### src/design/saa_pkg.sv
// shared types, constants and codes of the shelf atlas allocator
package saa_pkg;

  localparam int MaxShelves = 64;
  localparam int MaxSide    = 4096;
  localparam int MinSide    = 16;
  localparam int ResetSide  = 128;

  localparam int IdxW = (MaxShelves > 1) ? $clog2(MaxShelves) : 1;
  localparam int CntW = $clog2(MaxShelves + 1);

  localparam int SideW = 13;
  localparam int PosW  = 12;
  localparam int DimW  = 10;
  localparam int RowHW = 11;

  // configuration register indexes
  localparam logic CfgIdxWidth  = 1'b0;
  localparam logic CfgIdxHeight = 1'b1;

  typedef enum logic [1:0] {
    StPlaced  = 2'd0,
    StDoubled = 2'd1,
    StFull    = 2'd2,
    StMaxPage = 2'd3
  } status_e;

  typedef enum logic [1:0] {
    CsIdle,
    CsScan,
    CsNewRow,
    CsResp
  } ctrl_state_e;

  typedef struct packed {
    logic            req_type;
    logic [DimW-1:0] rect_width;
    logic [DimW-1:0] rect_height;
  } req_t;

  typedef struct packed {
    logic [PosW-1:0]  pos_x;
    logic [PosW-1:0]  pos_y;
    logic [SideW-1:0] atlas_width;
    logic [SideW-1:0] atlas_height;
    logic [1:0]       status;
  } rsp_t;

  typedef struct packed {
    logic [PosW-1:0]  top;
    logic [RowHW-1:0] height;
    logic [SideW-1:0] used;
  } shelf_t;

  typedef struct packed {
    logic            rd_en;
    logic [IdxW-1:0] rd_addr;
    logic            wr_en;
    logic [IdxW-1:0] wr_addr;
    shelf_t          wr_data;
  } ram_req_t;

endpackage

### src/design/shelf_atlas_allocator.sv
// top level of the shelf atlas allocator: config, control, shelf memory, output register
//
//   channel   direction  handshake                   payload
//   request   in         req_valid_i / req_ready_o   req_i   (saa_pkg::req_t)
//   response  out        rsp_valid_o / rsp_ready_i   rsp_o   (saa_pkg::rsp_t)
//   config    in         cfg_we_i                    cfg_idx_i, cfg_wdata_i
//
// an allocate request is accepted, reads and compares each stored shelf in turn through the
// single memory read port, tries to open a new shelf when none fits and then hands the
// result over; a hit ends the scan early and a clear goes straight to the result;
// reset empties the page at 128 x 128 with no clearing pass; the shelf memory is not reset
// one request is worked at a time; the next is taken while a result waits in the
// output register, and its result holds until that register frees up
module shelf_atlas_allocator (
  input  logic                       clk_i,
  input  logic                       rst_ni,
  input  logic                       req_valid_i,
  output logic                       req_ready_o,
  input  saa_pkg::req_t              req_i,
  output logic                       rsp_valid_o,
  input  logic                       rsp_ready_i,
  output saa_pkg::rsp_t              rsp_o,
  input  logic                       cfg_we_i,
  input  logic                       cfg_idx_i,
  input  logic [saa_pkg::SideW-1:0]  cfg_wdata_i
);
  import saa_pkg::*;

  // configured page size, applied at the next clear
  logic [SideW-1:0] cfg_w_q, cfg_w_d;
  logic [SideW-1:0] cfg_h_q, cfg_h_d;

  ram_req_t ram_req;
  shelf_t   ram_rdata;
  rsp_t     res;
  logic     res_valid;
  logic     res_take;

  // output register
  logic out_vld_q, out_vld_d;
  rsp_t out_q, out_d;

  always_comb begin
    cfg_w_d = cfg_w_q;
    cfg_h_d = cfg_h_q;
    if (cfg_we_i) begin
      case (cfg_idx_i)
        CfgIdxWidth:  cfg_w_d = cfg_wdata_i;
        CfgIdxHeight: cfg_h_d = cfg_wdata_i;
        default: ;
      endcase
    end
  end

  saa_ctrl u_ctrl (
    .clk_i        (clk_i),
    .rst_ni       (rst_ni),
    .req_valid_i  (req_valid_i),
    .req_i        (req_i),
    .req_ready_o  (req_ready_o),
    .cfg_width_i  (cfg_w_q),
    .cfg_height_i (cfg_h_q),
    .ram_o        (ram_req),
    .ram_rdata_i  (ram_rdata),
    .res_o        (res),
    .res_valid_o  (res_valid),
    .res_take_i   (res_take)
  );

  saa_shelf_ram u_ram (
    .clk_i   (clk_i),
    .ram_i   (ram_req),
    .rdata_o (ram_rdata)
  );

  // result moves over when the register is empty or drains this cycle
  assign res_take = res_valid && (!out_vld_q || rsp_ready_i);

  always_comb begin
    out_vld_d = out_vld_q;
    out_d     = out_q;
    if (rsp_ready_i) out_vld_d = 1'b0;
    if (res_take) begin
      out_vld_d = 1'b1;
      out_d     = res;
    end
  end

  always_ff @(posedge clk_i or negedge rst_ni) begin
    if (!rst_ni) begin
      cfg_w_q   <= SideW'(ResetSide);
      cfg_h_q   <= SideW'(ResetSide);
      out_vld_q <= 1'b0;
    end else begin
      cfg_w_q   <= cfg_w_d;
      cfg_h_q   <= cfg_h_d;
      out_vld_q <= out_vld_d;
    end
  end

  always_ff @(posedge clk_i) begin
    out_q <= out_d;
  end

  assign rsp_valid_o = out_vld_q;
  assign rsp_o       = out_q;

endmodule

### src/design/saa_shelf_ram.sv
// shelf table memory, one write and one registered read port
module saa_shelf_ram (
  input  logic              clk_i,
  input  saa_pkg::ram_req_t ram_i,
  output saa_pkg::shelf_t   rdata_o
);
  import saa_pkg::*;

  shelf_t mem_q [MaxShelves];
  shelf_t rdata_q;

  always_ff @(posedge clk_i) begin
    if (ram_i.wr_en) begin
      mem_q[ram_i.wr_addr] <= ram_i.wr_data;
    end
    if (ram_i.rd_en) begin
      rdata_q <= mem_q[ram_i.rd_addr];
    end
  end

  assign rdata_o = rdata_q;

endmodule

### src/design/saa_ctrl.sv
// scan sequencer and page state of the shelf allocator
module saa_ctrl (
  input  logic                       clk_i,
  input  logic                       rst_ni,
  input  logic                       req_valid_i,
  input  saa_pkg::req_t              req_i,
  output logic                       req_ready_o,
  input  logic [saa_pkg::SideW-1:0]  cfg_width_i,
  input  logic [saa_pkg::SideW-1:0]  cfg_height_i,
  output saa_pkg::ram_req_t          ram_o,
  input  saa_pkg::shelf_t            ram_rdata_i,
  output saa_pkg::rsp_t              res_o,
  output logic                       res_valid_o,
  input  logic                       res_take_i
);
  import saa_pkg::*;

  ctrl_state_e state_q, state_d;
  req_t              req_q, req_d;
  logic [RowHW-1:0]  rowh_q, rowh_d;
  logic [CntW-1:0]   rd_cnt_q, rd_cnt_d;
  logic              chk_vld_q, chk_vld_d;
  logic [IdxW-1:0]   chk_idx_q, chk_idx_d;
  logic [CntW-1:0]   count_q, count_d;
  logic [SideW-1:0]  next_top_q, next_top_d;
  logic [SideW-1:0]  page_w_q, page_w_d;
  logic [SideW-1:0]  page_h_q, page_h_d;
  rsp_t              res_q, res_d;

  logic              accept;
  logic [17:0]       div_prod;
  logic [RowHW-1:0]  rowh_new;
  logic              rd_issue;
  logic [14:0]       h_x10, sh_x7;
  logic              fit;
  logic [SideW:0]    sum_top;
  logic              dbl, over, fail, full;
  logic [SideW-1:0]  nw, nh;

  function automatic logic [SideW-1:0] clamp_side(input logic [SideW-1:0] v);
    logic [SideW-1:0] r;
    r = v;
    if (v < SideW'(MinSide)) r = SideW'(MinSide);
    else if ({1'b0, v} > (SideW+1)'(MaxSide)) r = SideW'(MaxSide);
    return r;
  endfunction

  assign accept      = req_valid_i && req_ready_o;
  assign req_ready_o = (state_q == CsIdle);
  assign res_valid_o = (state_q == CsResp);
  assign res_o       = res_q;

  // h/10 as h*205 >> 11, exact for every 10-bit h
  assign div_prod = 18'(req_i.rect_height) * 18'd205;
  assign rowh_new = RowHW'(req_i.rect_height) + RowHW'(div_prod[17:11]);

  // first-fit test on the entry read last cycle
  assign rd_issue = (state_q == CsScan) && (rd_cnt_q < count_q);
  assign h_x10 = 15'(req_q.rect_height) * 15'd10;
  assign sh_x7 = 15'(ram_rdata_i.height) * 15'd7;
  assign fit = chk_vld_q && (h_x10 >= sh_x7) &&
               (RowHW'(req_q.rect_height) <= ram_rdata_i.height) &&
               ((14'(ram_rdata_i.used) + 14'(req_q.rect_width)) <= 14'(page_w_q));

  // new shelf decision
  assign full    = (count_q == CntW'(MaxShelves));
  assign sum_top = (SideW+1)'(next_top_q) + (SideW+1)'(rowh_q);
  assign dbl     = (sum_top >= (SideW+1)'(page_h_q)) ||
                   (SideW'(req_q.rect_width) >= page_w_q);
  assign over    = ({page_w_q, 1'b0} > (SideW+1)'(MaxSide)) ||
                   ({page_h_q, 1'b0} > (SideW+1)'(MaxSide));
  assign nw      = dbl ? {page_w_q[SideW-2:0], 1'b0} : page_w_q;
  assign nh      = dbl ? {page_h_q[SideW-2:0], 1'b0} : page_h_q;
  assign fail    = (sum_top > (SideW+1)'(nh)) || (SideW'(req_q.rect_width) > nw);

  always_comb begin
    state_d = state_q;
    case (state_q)
      CsIdle: begin
        if (accept) state_d = req_i.req_type ? CsResp : CsScan;
      end
      CsScan: begin
        if (fit) state_d = CsResp;
        else if (!rd_issue) state_d = CsNewRow;
      end
      CsNewRow: state_d = CsResp;
      CsResp: begin
        if (res_take_i) state_d = CsIdle;
      end
      default: state_d = CsIdle;
    endcase
  end

  always_comb begin
    req_d      = req_q;
    rowh_d     = rowh_q;
    rd_cnt_d   = rd_cnt_q;
    chk_vld_d  = 1'b0;
    chk_idx_d  = chk_idx_q;
    count_d    = count_q;
    next_top_d = next_top_q;
    page_w_d   = page_w_q;
    page_h_d   = page_h_q;
    res_d      = res_q;
    ram_o      = '0;
    case (state_q)
      CsIdle: begin
        if (accept) begin
          req_d    = req_i;
          rowh_d   = rowh_new;
          rd_cnt_d = '0;
          if (req_i.req_type) begin
            count_d    = '0;
            next_top_d = '0;
            page_w_d   = clamp_side(cfg_width_i);
            page_h_d   = clamp_side(cfg_height_i);
            res_d      = '{pos_x: '0, pos_y: '0, atlas_width: clamp_side(cfg_width_i),
                           atlas_height: clamp_side(cfg_height_i), status: StPlaced};
          end
        end
      end
      CsScan: begin
        ram_o.rd_en   = rd_issue;
        ram_o.rd_addr = rd_cnt_q[IdxW-1:0];
        if (rd_issue) rd_cnt_d = rd_cnt_q + 1'b1;
        chk_vld_d = rd_issue && !fit;
        chk_idx_d = rd_cnt_q[IdxW-1:0];
        if (fit) begin
          ram_o.wr_en   = 1'b1;
          ram_o.wr_addr = chk_idx_q;
          ram_o.wr_data = '{top: ram_rdata_i.top, height: ram_rdata_i.height,
                            used: ram_rdata_i.used + SideW'(req_q.rect_width)};
          res_d = '{pos_x: ram_rdata_i.used[PosW-1:0], pos_y: ram_rdata_i.top,
                    atlas_width: page_w_q, atlas_height: page_h_q, status: StPlaced};
        end
      end
      CsNewRow: begin
        res_d = '{pos_x: '0, pos_y: '0, atlas_width: page_w_q,
                  atlas_height: page_h_q, status: StPlaced};
        if (full) begin
          res_d.status = StFull;
        end else if ((dbl && over) || fail) begin
          res_d.status = StMaxPage;
        end else begin
          ram_o.wr_en   = 1'b1;
          ram_o.wr_addr = count_q[IdxW-1:0];
          ram_o.wr_data = '{top: next_top_q[PosW-1:0], height: rowh_q,
                            used: SideW'(req_q.rect_width)};
          page_w_d   = nw;
          page_h_d   = nh;
          count_d    = count_q + 1'b1;
          next_top_d = sum_top[SideW-1:0];
          res_d = '{pos_x: '0, pos_y: next_top_q[PosW-1:0], atlas_width: nw,
                    atlas_height: nh, status: dbl ? StDoubled : StPlaced};
        end
      end
      CsResp: ;
      default: ;
    endcase
  end

  always_ff @(posedge clk_i or negedge rst_ni) begin
    if (!rst_ni) begin
      state_q    <= CsIdle;
      chk_vld_q  <= 1'b0;
      rd_cnt_q   <= '0;
      count_q    <= '0;
      next_top_q <= '0;
      page_w_q   <= SideW'(ResetSide);
      page_h_q   <= SideW'(ResetSide);
    end else begin
      state_q    <= state_d;
      chk_vld_q  <= chk_vld_d;
      rd_cnt_q   <= rd_cnt_d;
      count_q    <= count_d;
      next_top_q <= next_top_d;
      page_w_q   <= page_w_d;
      page_h_q   <= page_h_d;
    end
  end

  always_ff @(posedge clk_i) begin
    req_q     <= req_d;
    rowh_q    <= rowh_d;
    chk_idx_q <= chk_idx_d;
    res_q     <= res_d;
  end

`ifndef SYNTHESIS
  a_wr_state: assert property (@(posedge clk_i) disable iff (!rst_ni)
    ram_o.wr_en |-> (state_q == CsScan || state_q == CsNewRow))
    else $error("shelf write outside scan or new row");
  a_count_max: assert property (@(posedge clk_i) disable iff (!rst_ni)
    count_q <= CntW'(MaxShelves))
    else $error("shelf count above table size");
  a_top_in_page: assert property (@(posedge clk_i) disable iff (!rst_ni)
    next_top_q <= page_h_q)
    else $error("next top below page bottom");
  a_clear: assert property (@(posedge clk_i) disable iff (!rst_ni)
    (accept && req_i.req_type) |=> (count_q == '0 && next_top_q == '0))
    else $error("clear did not empty the page");
  a_scan_rd: assert property (@(posedge clk_i) disable iff (!rst_ni)
    ram_o.rd_en |-> (rd_cnt_q < count_q))
    else $error("read beyond stored shelves");
`endif

endmodule

### config.mk
export PLATFORM = sky130hd
export DESIGN_NAME = shelf_atlas_allocator
export DESIGN_NICKNAME = d
export VERILOG_FILES = /design/src/design/saa_pkg.sv /design/src/design/shelf_atlas_allocator.sv /design/src/design/saa_shelf_ram.sv /design/src/design/saa_ctrl.sv
export SDC_FILE = /design/constraint.sdc
export NUM_CORES = 2
export LEC_CHECK = 0
export ABC_AREA = 0
export BUFFER_PORTS_ARGS = -buffer_cell sky130_fd_sc_hd__buf_2
export CAP_MARGIN = 20
export CORE_AREA = 3 3 391 779
export DETAILED_ROUTE_END_ITERATION = 10
export DIE_AREA = 0 0 394 782
export PLACE_DENSITY = 0.57
export RECOVER_POWER = 25
export SYNTH_ARGS = -nofsm -noshare
export SYNTH_HDL_FRONTEND = slang
export SYNTH_SLANG_ARGS = --single-unit
### constraint.sdc
create_clock -name clk_i -period 13.9 [get_ports clk_i]
set_input_delay 0 -clock clk_i [delete_from_list [all_inputs] [get_ports clk_i]]
set_output_delay 0 -clock clk_i [all_outputs]
set_load 0.05 [all_outputs]
---- Word level (Yosys, flattened, before mapping) ----
Memory sizes are Yosys's and may differ from the RTL's. A register that Yosys moved wholly into a read port is not among the register bits.
Cells that the tools add are included.
word-level totals
  latch bits .............................. 0
  ROM bits ................................ 0
  memories kept ........................... 1
  memory bits (writable) .................. 2304
  output and inout bits ................... 54
  register bits ........................... 224
cells by class
  $lt $le $gt $ge ......................... 14
  div/mod/pow operators ................... 0
  shifts and indexed selects .............. 0
  eq/ne operators ......................... 12
  multiply operators ...................... 3
  mux-type cells .......................... 54
  reductions and logical operators ........ 27
  add/sub/neg operators ................... 6
  bitwise operators ....................... 1
memory list
  name         depth  width  read ports  clocked after memory_dff  wr ports  line                RTL
  u_ram.mem_q  64     36     1           1                         1         saa_shelf_ram.sv:9  shelf_t mem_q [MaxShelves];
operators with widths
  cell                     count
  $mux W13                 18
  $mux W52                 3
  $pmux W52 S3             1
  $mux W43                 3
  $pmux W43 S2             1
  $pmux W13 S2             3
  $mux W50                 1
  $mux W7                  7
  $mux W38                 1
  $gt A14 B13 Y1 const B   2
  $pmux W7 S2              2
  $gt A13 B13 Y1 const B   2
  $lt A13 B5 Y1 const B    2
  $mul A10 B8 Y18 const B  1
  $add A13 B10 Y14         1
  $add A13 B11 Y14         1
  $add A7 B1 Y7 const B    2
  $ge A14 B13 Y1           1
  $ge A14 B14 Y1           1
  $gt A14 B13 Y1           1
  $le A14 B13 Y1           1
  $mul A11 B3 Y14 const B  1
  $mux W2                  7
  $add A13 B10 Y13         1
  other kinds (25)         53

---- Depth between registers and ports, before layout ----
  depth after elaboration ................. 12
  depth in mapped cells ................... 35
  depth with buffers taken out ............ 30

---- By module ----
Synthesis repeated with hierarchy kept, for this count alone.
second synthesis, totals
  cells, all modules ...................... 5235
  area, all modules ....................... 103873.4 µm²
by module, submodules not included
  module                 cells each  area each (µm²)  times used
  saa_shelf_ram          3780        88319.7          1
  saa_ctrl               1343        12919.9          1
  shelf_atlas_allocator  112         2633.8           1

---- Worst setup path before layout ----
No wires, ideal clock.
  path type ............................... reg-to-reg
  start point ............................. register u_ctrl.next_top_q[4]
  end point ............................... memory u_ram.mem_q[56][0] (netlist name), enable pin
  library setup time ...................... 532 ps
  slack ................................... 3697 ps
  buffers on the path ..................... 3
  stages on the path, launching flop included .. 28
  required time ........................... 13368 ps
  arrival time ............................ 9672 ps
  path through ............................ dfrtp_1 -> ha_1 -> o211a_1 -> a211oi_2 -> a21oi_1 -> xnor2_1 -> inv_1 -> ha_1 -> a21o_1 -> a221o_1 -> a221oi_2 -> o211ai_2 -> nor2_2 -> buf_4 -> clkbuf_1 -> nand2_1 -> o21ai_0 -> inv_1 -> ha_1 -> nand3_1 -> a2111o_1 -> a31oi_1 -> a2bb2oi_1 -> a41oi_1 -> nand2_1 -> buf_2 -> o21ai_0 -> nor4b_1
between the ends
  word-level cells in the longest chain between the ends .. 12
  elaborated cells on any way between the ends .. 15
  classes of those cells .................. add/sub: 1; order compare: 3; mux: 7; reduce/logical: 4
ends and longest elaborated chain
  element                                                  line                            RTL
  start, declared                                          saa_ctrl.sv:25                  logic [SideW-1:0] next_top_q, next_top_d;
  start signal, assigned                                   saa_ctrl.sv:176                 next_top_q <= next_top_d;
  $add A13 B11 Y14 *                                       saa_ctrl.sv:67                  assign sum_top = (SideW+1)'(next_top_q) + (SideW+1)'(rowh_q);
  $ge A14 B13 Y1                                           saa_ctrl.sv:68                  assign dbl = (sum_top >= (SideW+1)'(page_h_q)) ||
  $logic_or A1 B1 Y1                                       saa_ctrl.sv:68
  $mux W13, on equally long branches                       saa_ctrl.sv:73, saa_ctrl.sv:72
  $gt A14 B13 Y1 / $gt A10 B13 Y1 (equally long branches)  saa_ctrl.sv:74                  assign fail = (sum_top > (SideW+1)'(nh)) || (SideW'(req_q.rect_width) > nw);
  $logic_or A1 B1 Y1                                       saa_ctrl.sv:74
  $logic_or A1 B1 Y1 *                                     saa_ctrl.sv:142                 end else if ((dbl && over) || fail) begin
  $mux W43 *                                               saa_ctrl.sv:142
  $mux W43 *                                               saa_ctrl.sv:140                 if (full) begin
  $pmux W43 S2 *                                           saa_ctrl.sv:106                 case (state_q)
  $mux W1                                                  saa_shelf_ram.sv:13             if (ram_i.wr_en) begin
  $mux W1 (not written as such)                            saa_shelf_ram.sv:14             mem_q[ram_i.wr_addr] <= ram_i.wr_data;
  end, declared                                            saa_shelf_ram.sv:9
Every way passes the cells marked *; elsewhere a longest branch is shown, timed or not.

==> key figures <==
Run status
  • Status: complete, but fails checks
  • Failing checks: capacitance limit, slew limit

Die
  • Top Ports: 94
  • Row count: 284
  • Die area: 308000 sq um
  • Core area: ~300000 sq um
  • Die X: 394 um
  • Starting Density: 0.349
  • Die Span Y: 782 um

Synthesis
  • Syn Std Cell Area: 104000 sq um
  • Synth cell types: 94
  • YS warnings: 0
  • Synth area leader: edfxtp_1
  • Number of synthesized flops with an enable pin: 2481
  • Asr flop ratio synth: 0.0324
  • Mapped Nets: between 6k and 7k
  • Syn_area_per_cell: 17.2 sq um
  • Seq/Total Area, Yosys: 0.734
  • Gate Count Post-Synth: 6069
  • Synth top area share: 0.714
  • Yosys reg bits: 2564
  • Synth Flop Type: edfxtp_1
  • Dominant cells by area after synthesis: edfxtp_1 71%, mux4_2 6.3%, mux2i_1 2.8%

Global routing
  • M2 GR Usage: 0.368
  • Total grt overflow: 0
  • GRT met1 Usage: 0.196
  • Largest net degree at the start of global routing: 142
  • Global-route wire length before repair: ~430000 um
  • Initial antenna violation count: 3
  • Vias in the first global route: about 60k
  • Tot GR Track Use: 0.193
  • Grt met3 use: 0.0149
  • GRT Max-Usage Layer: met2

Clock network
  • H-Tree Depth: 4
  • Root Driver: clkbuf_16
  • Clock sink count: approximately 2.6k
  • Cts bufs inserted: around 210
  • Cells resized by post-CTS repair: 0
  • CTS tree: yes
  • Clk Latency, worst-skew pair: roughly 860 ps
  • Clock slew at reported path FFs: ~70 ps
  • Largest buffer count on any clock path: 4

Cells and area
  • Layout area overhead: 13.4%
  • Nets: 6527
  • Share of layout cells above drive strength 1: 0.149

Timing
  • Hold Fails Final Rpt: 0
  • Worst slew margin: -5.11
  • Skew final: between 40 and 50 ps
  • Min Hold Slack: 72.7 ps
  • Fin crit share: 0.810
  • RSZ-0062 raised after global routing: no
  • Worst-Margin Slew: around 9200 ps
  • Fmax: 0.0888 GHz
  • Tmin final: 11260 ps
  • Pins Over Slew Limit: 1155
  • TNS Setup: 0 ps
  • Final setup fails: 0

Drt
  • Drt drc: 0
  • Vias post-DR: around 57k
  • DRT Pass-1 Iters: 6
  • WL/cell: slightly below 30 um
  • Initial drt markers: 4465
  • Final wirelength: roughly 300000 um
  • Routed Antenna Nets: 0
  • Drt via density: 5.48

Critical path
  • Critical Path AT: 11640 ps
  • Crit-path max cell delay: 1620 ps
  • Crit end category: register
  • Critical path class: reg -> reg
  • Startpoint types: register
  • WP data required: between 10000 and 15000 ps
  • Critical-path top delay cell: clkbuf_1
  • CP Max Fanout: 65

Run
  • Max_cap viols: 21

Pwr
  • P_leak: 38.7 nW
  • Maximum vdd drop: 0.167 mV
  • PD cells: 192 nW/um^2

Place
  • Detailed-placement wirelength estimate: about 190000 um
  • GP Congestion: slightly above 0.9
  • Buffers on Ports: 93

Worst hold path
  • Hold/Removal Path Class: in -> reg
[worst paths after layout]
path,slack (ps),start,end,cells past startpoint
min in group asynchronous,920,rst_ni,cfg_w_q[9],4
hold reg to reg,420,u_ctrl.res_o[27],rsp_o[27],0
hold / removal,70,rsp_ready_i,rsp_valid_o,4
setup / recovery,2640,u_ctrl.rowh_q[4],u_ram.mem_q[61][20],29
max in group asynchronous,8940,rst_ni,u_ctrl.rd_cnt_q[2],4
setup reg to reg,2640,u_ctrl.rowh_q[4],u_ram.mem_q[61][20],29
[Yosys cell counts (141+ instances only)]
cell type  instances
nor2_1           170
nand2_1          366
edfxtp_1        2481
nor3_1           166
clkbuf_1         279
mux2i_1          288
ha_1             192
a211oi_1         339
a21oi_1          150
mux4_2           291
inv_1            141
o22ai_1          293
[layer usage]
layer | up-vias | wire length, um
met3 | 693 | 10100
li1 | 25000 | -
met4 | 0 | 26000
met5 | - | 0
met2 | 1739 | 166000
met1 | 29800 | 101000
[sequential cells by signal, indices dropped and copies added (netlist names)]
name	cells
u_ctrl.chk_idx_q	6
rsp_valid_o	1
u_ctrl.count_q	7
cfg_w_q	13
cfg_h_q	13
u_ctrl.rowh_q	11
u_ctrl.state_q	2
u_ctrl.rd_cnt_q	7
u_ctrl.req_q	20
u_ram.rdata_o	36
u_ctrl.res_o	52
u_ctrl.page_w_q	13
u_ctrl.next_top_q	13
rsp_o	52
u_ram.mem_q	2304
u_ctrl.chk_vld_q	1
u_ctrl.page_h_q	13
[through the flow]
| step | utilization | cells | instance area, sq um | power [mW] | setup slack [ps] |
|---|---|---|---|---|---|
| floorplan | - | 6069 | 104000 | 14.2 | 3700 |
| detailed placement | 0.370 | 9967 | 111000 | 16.7 | 4270 |
| global placement | 0.369 | 9958 | 111000 | 16.6 | 4290 |
| global route | 0.395 | 10400 | 118000 | 23.6 | 2110 |
| finish | 0.395 | 10400 | 118000 | 22.7 | 2640 |
| CTS | 0.395 | 10400 | 118000 | 22.8 | 4200 |
[cells in the final DEF (no fill, tap or decap), types with 80 or more instances in the layout]
master	n
ha_1	192
a211oi_1	340
inv_1	141
clkbuf_1	115
edfxtp_1	2481
nand2_1	361
o21ai_0	80
mux2i_1	288
nor3_1	166
mux4_2	291
buf_4	133
clkbuf_16	211
nor2_1	97
a21oi_1	151
o22ai_1	293
[cell families after synthesis]
logic type,Yosys count,synth area share
simple gates,870,0.0373
flops,2564,0.734
mux,604,0.0931
fa+ha+maj,224,0.0291
buf+inv,507,0.0185
compound gates,1242,0.0835
xor+xnor,58,0.00487
[where the power goes]
part,total [mW],internal [mW],switching (mW),leakage (nW)
logic,6.60,2.07,4.52,11.1
clock network,6.08,3.33,2.75,3.34
registers,10.0,9.68,0.338,24.2
total,22.7,15.1,7.61,38.7
[worst max-delay path, delay by kind of cell, from the launching register on]
family / cells / cell delay (ps)
and+or+nand+nor: 6 / 1550
DFF: 1 / 460
xor gates and xnor gates: 1 / 230
AOI/OAI and AO/OA: 16 / 4340
buffers and inverters: 3 / 3080
adders and majority gates: 3 / 1020
[area by class of cell]
cell class / instances / area (sq um)
fillers: 27000 / 181000
well taps: 4004 / 5010
multi-input cells: 2998 / 26600
repair buffers: 346 / 2740
clock inverters: 130 / 1430
clock buffers: 248 / 5440
diodes: 2 / 5.00
inverters: 144 / 541
flip-flops and latches: 2564 / 76600
[what timing repair did]
action | CTS | global route
hold buffers | 79 | 0
endpoints found under the hold margin | 171 | 0
setup buffers | 0 | 0
Power figures use the tool's default switching activity.
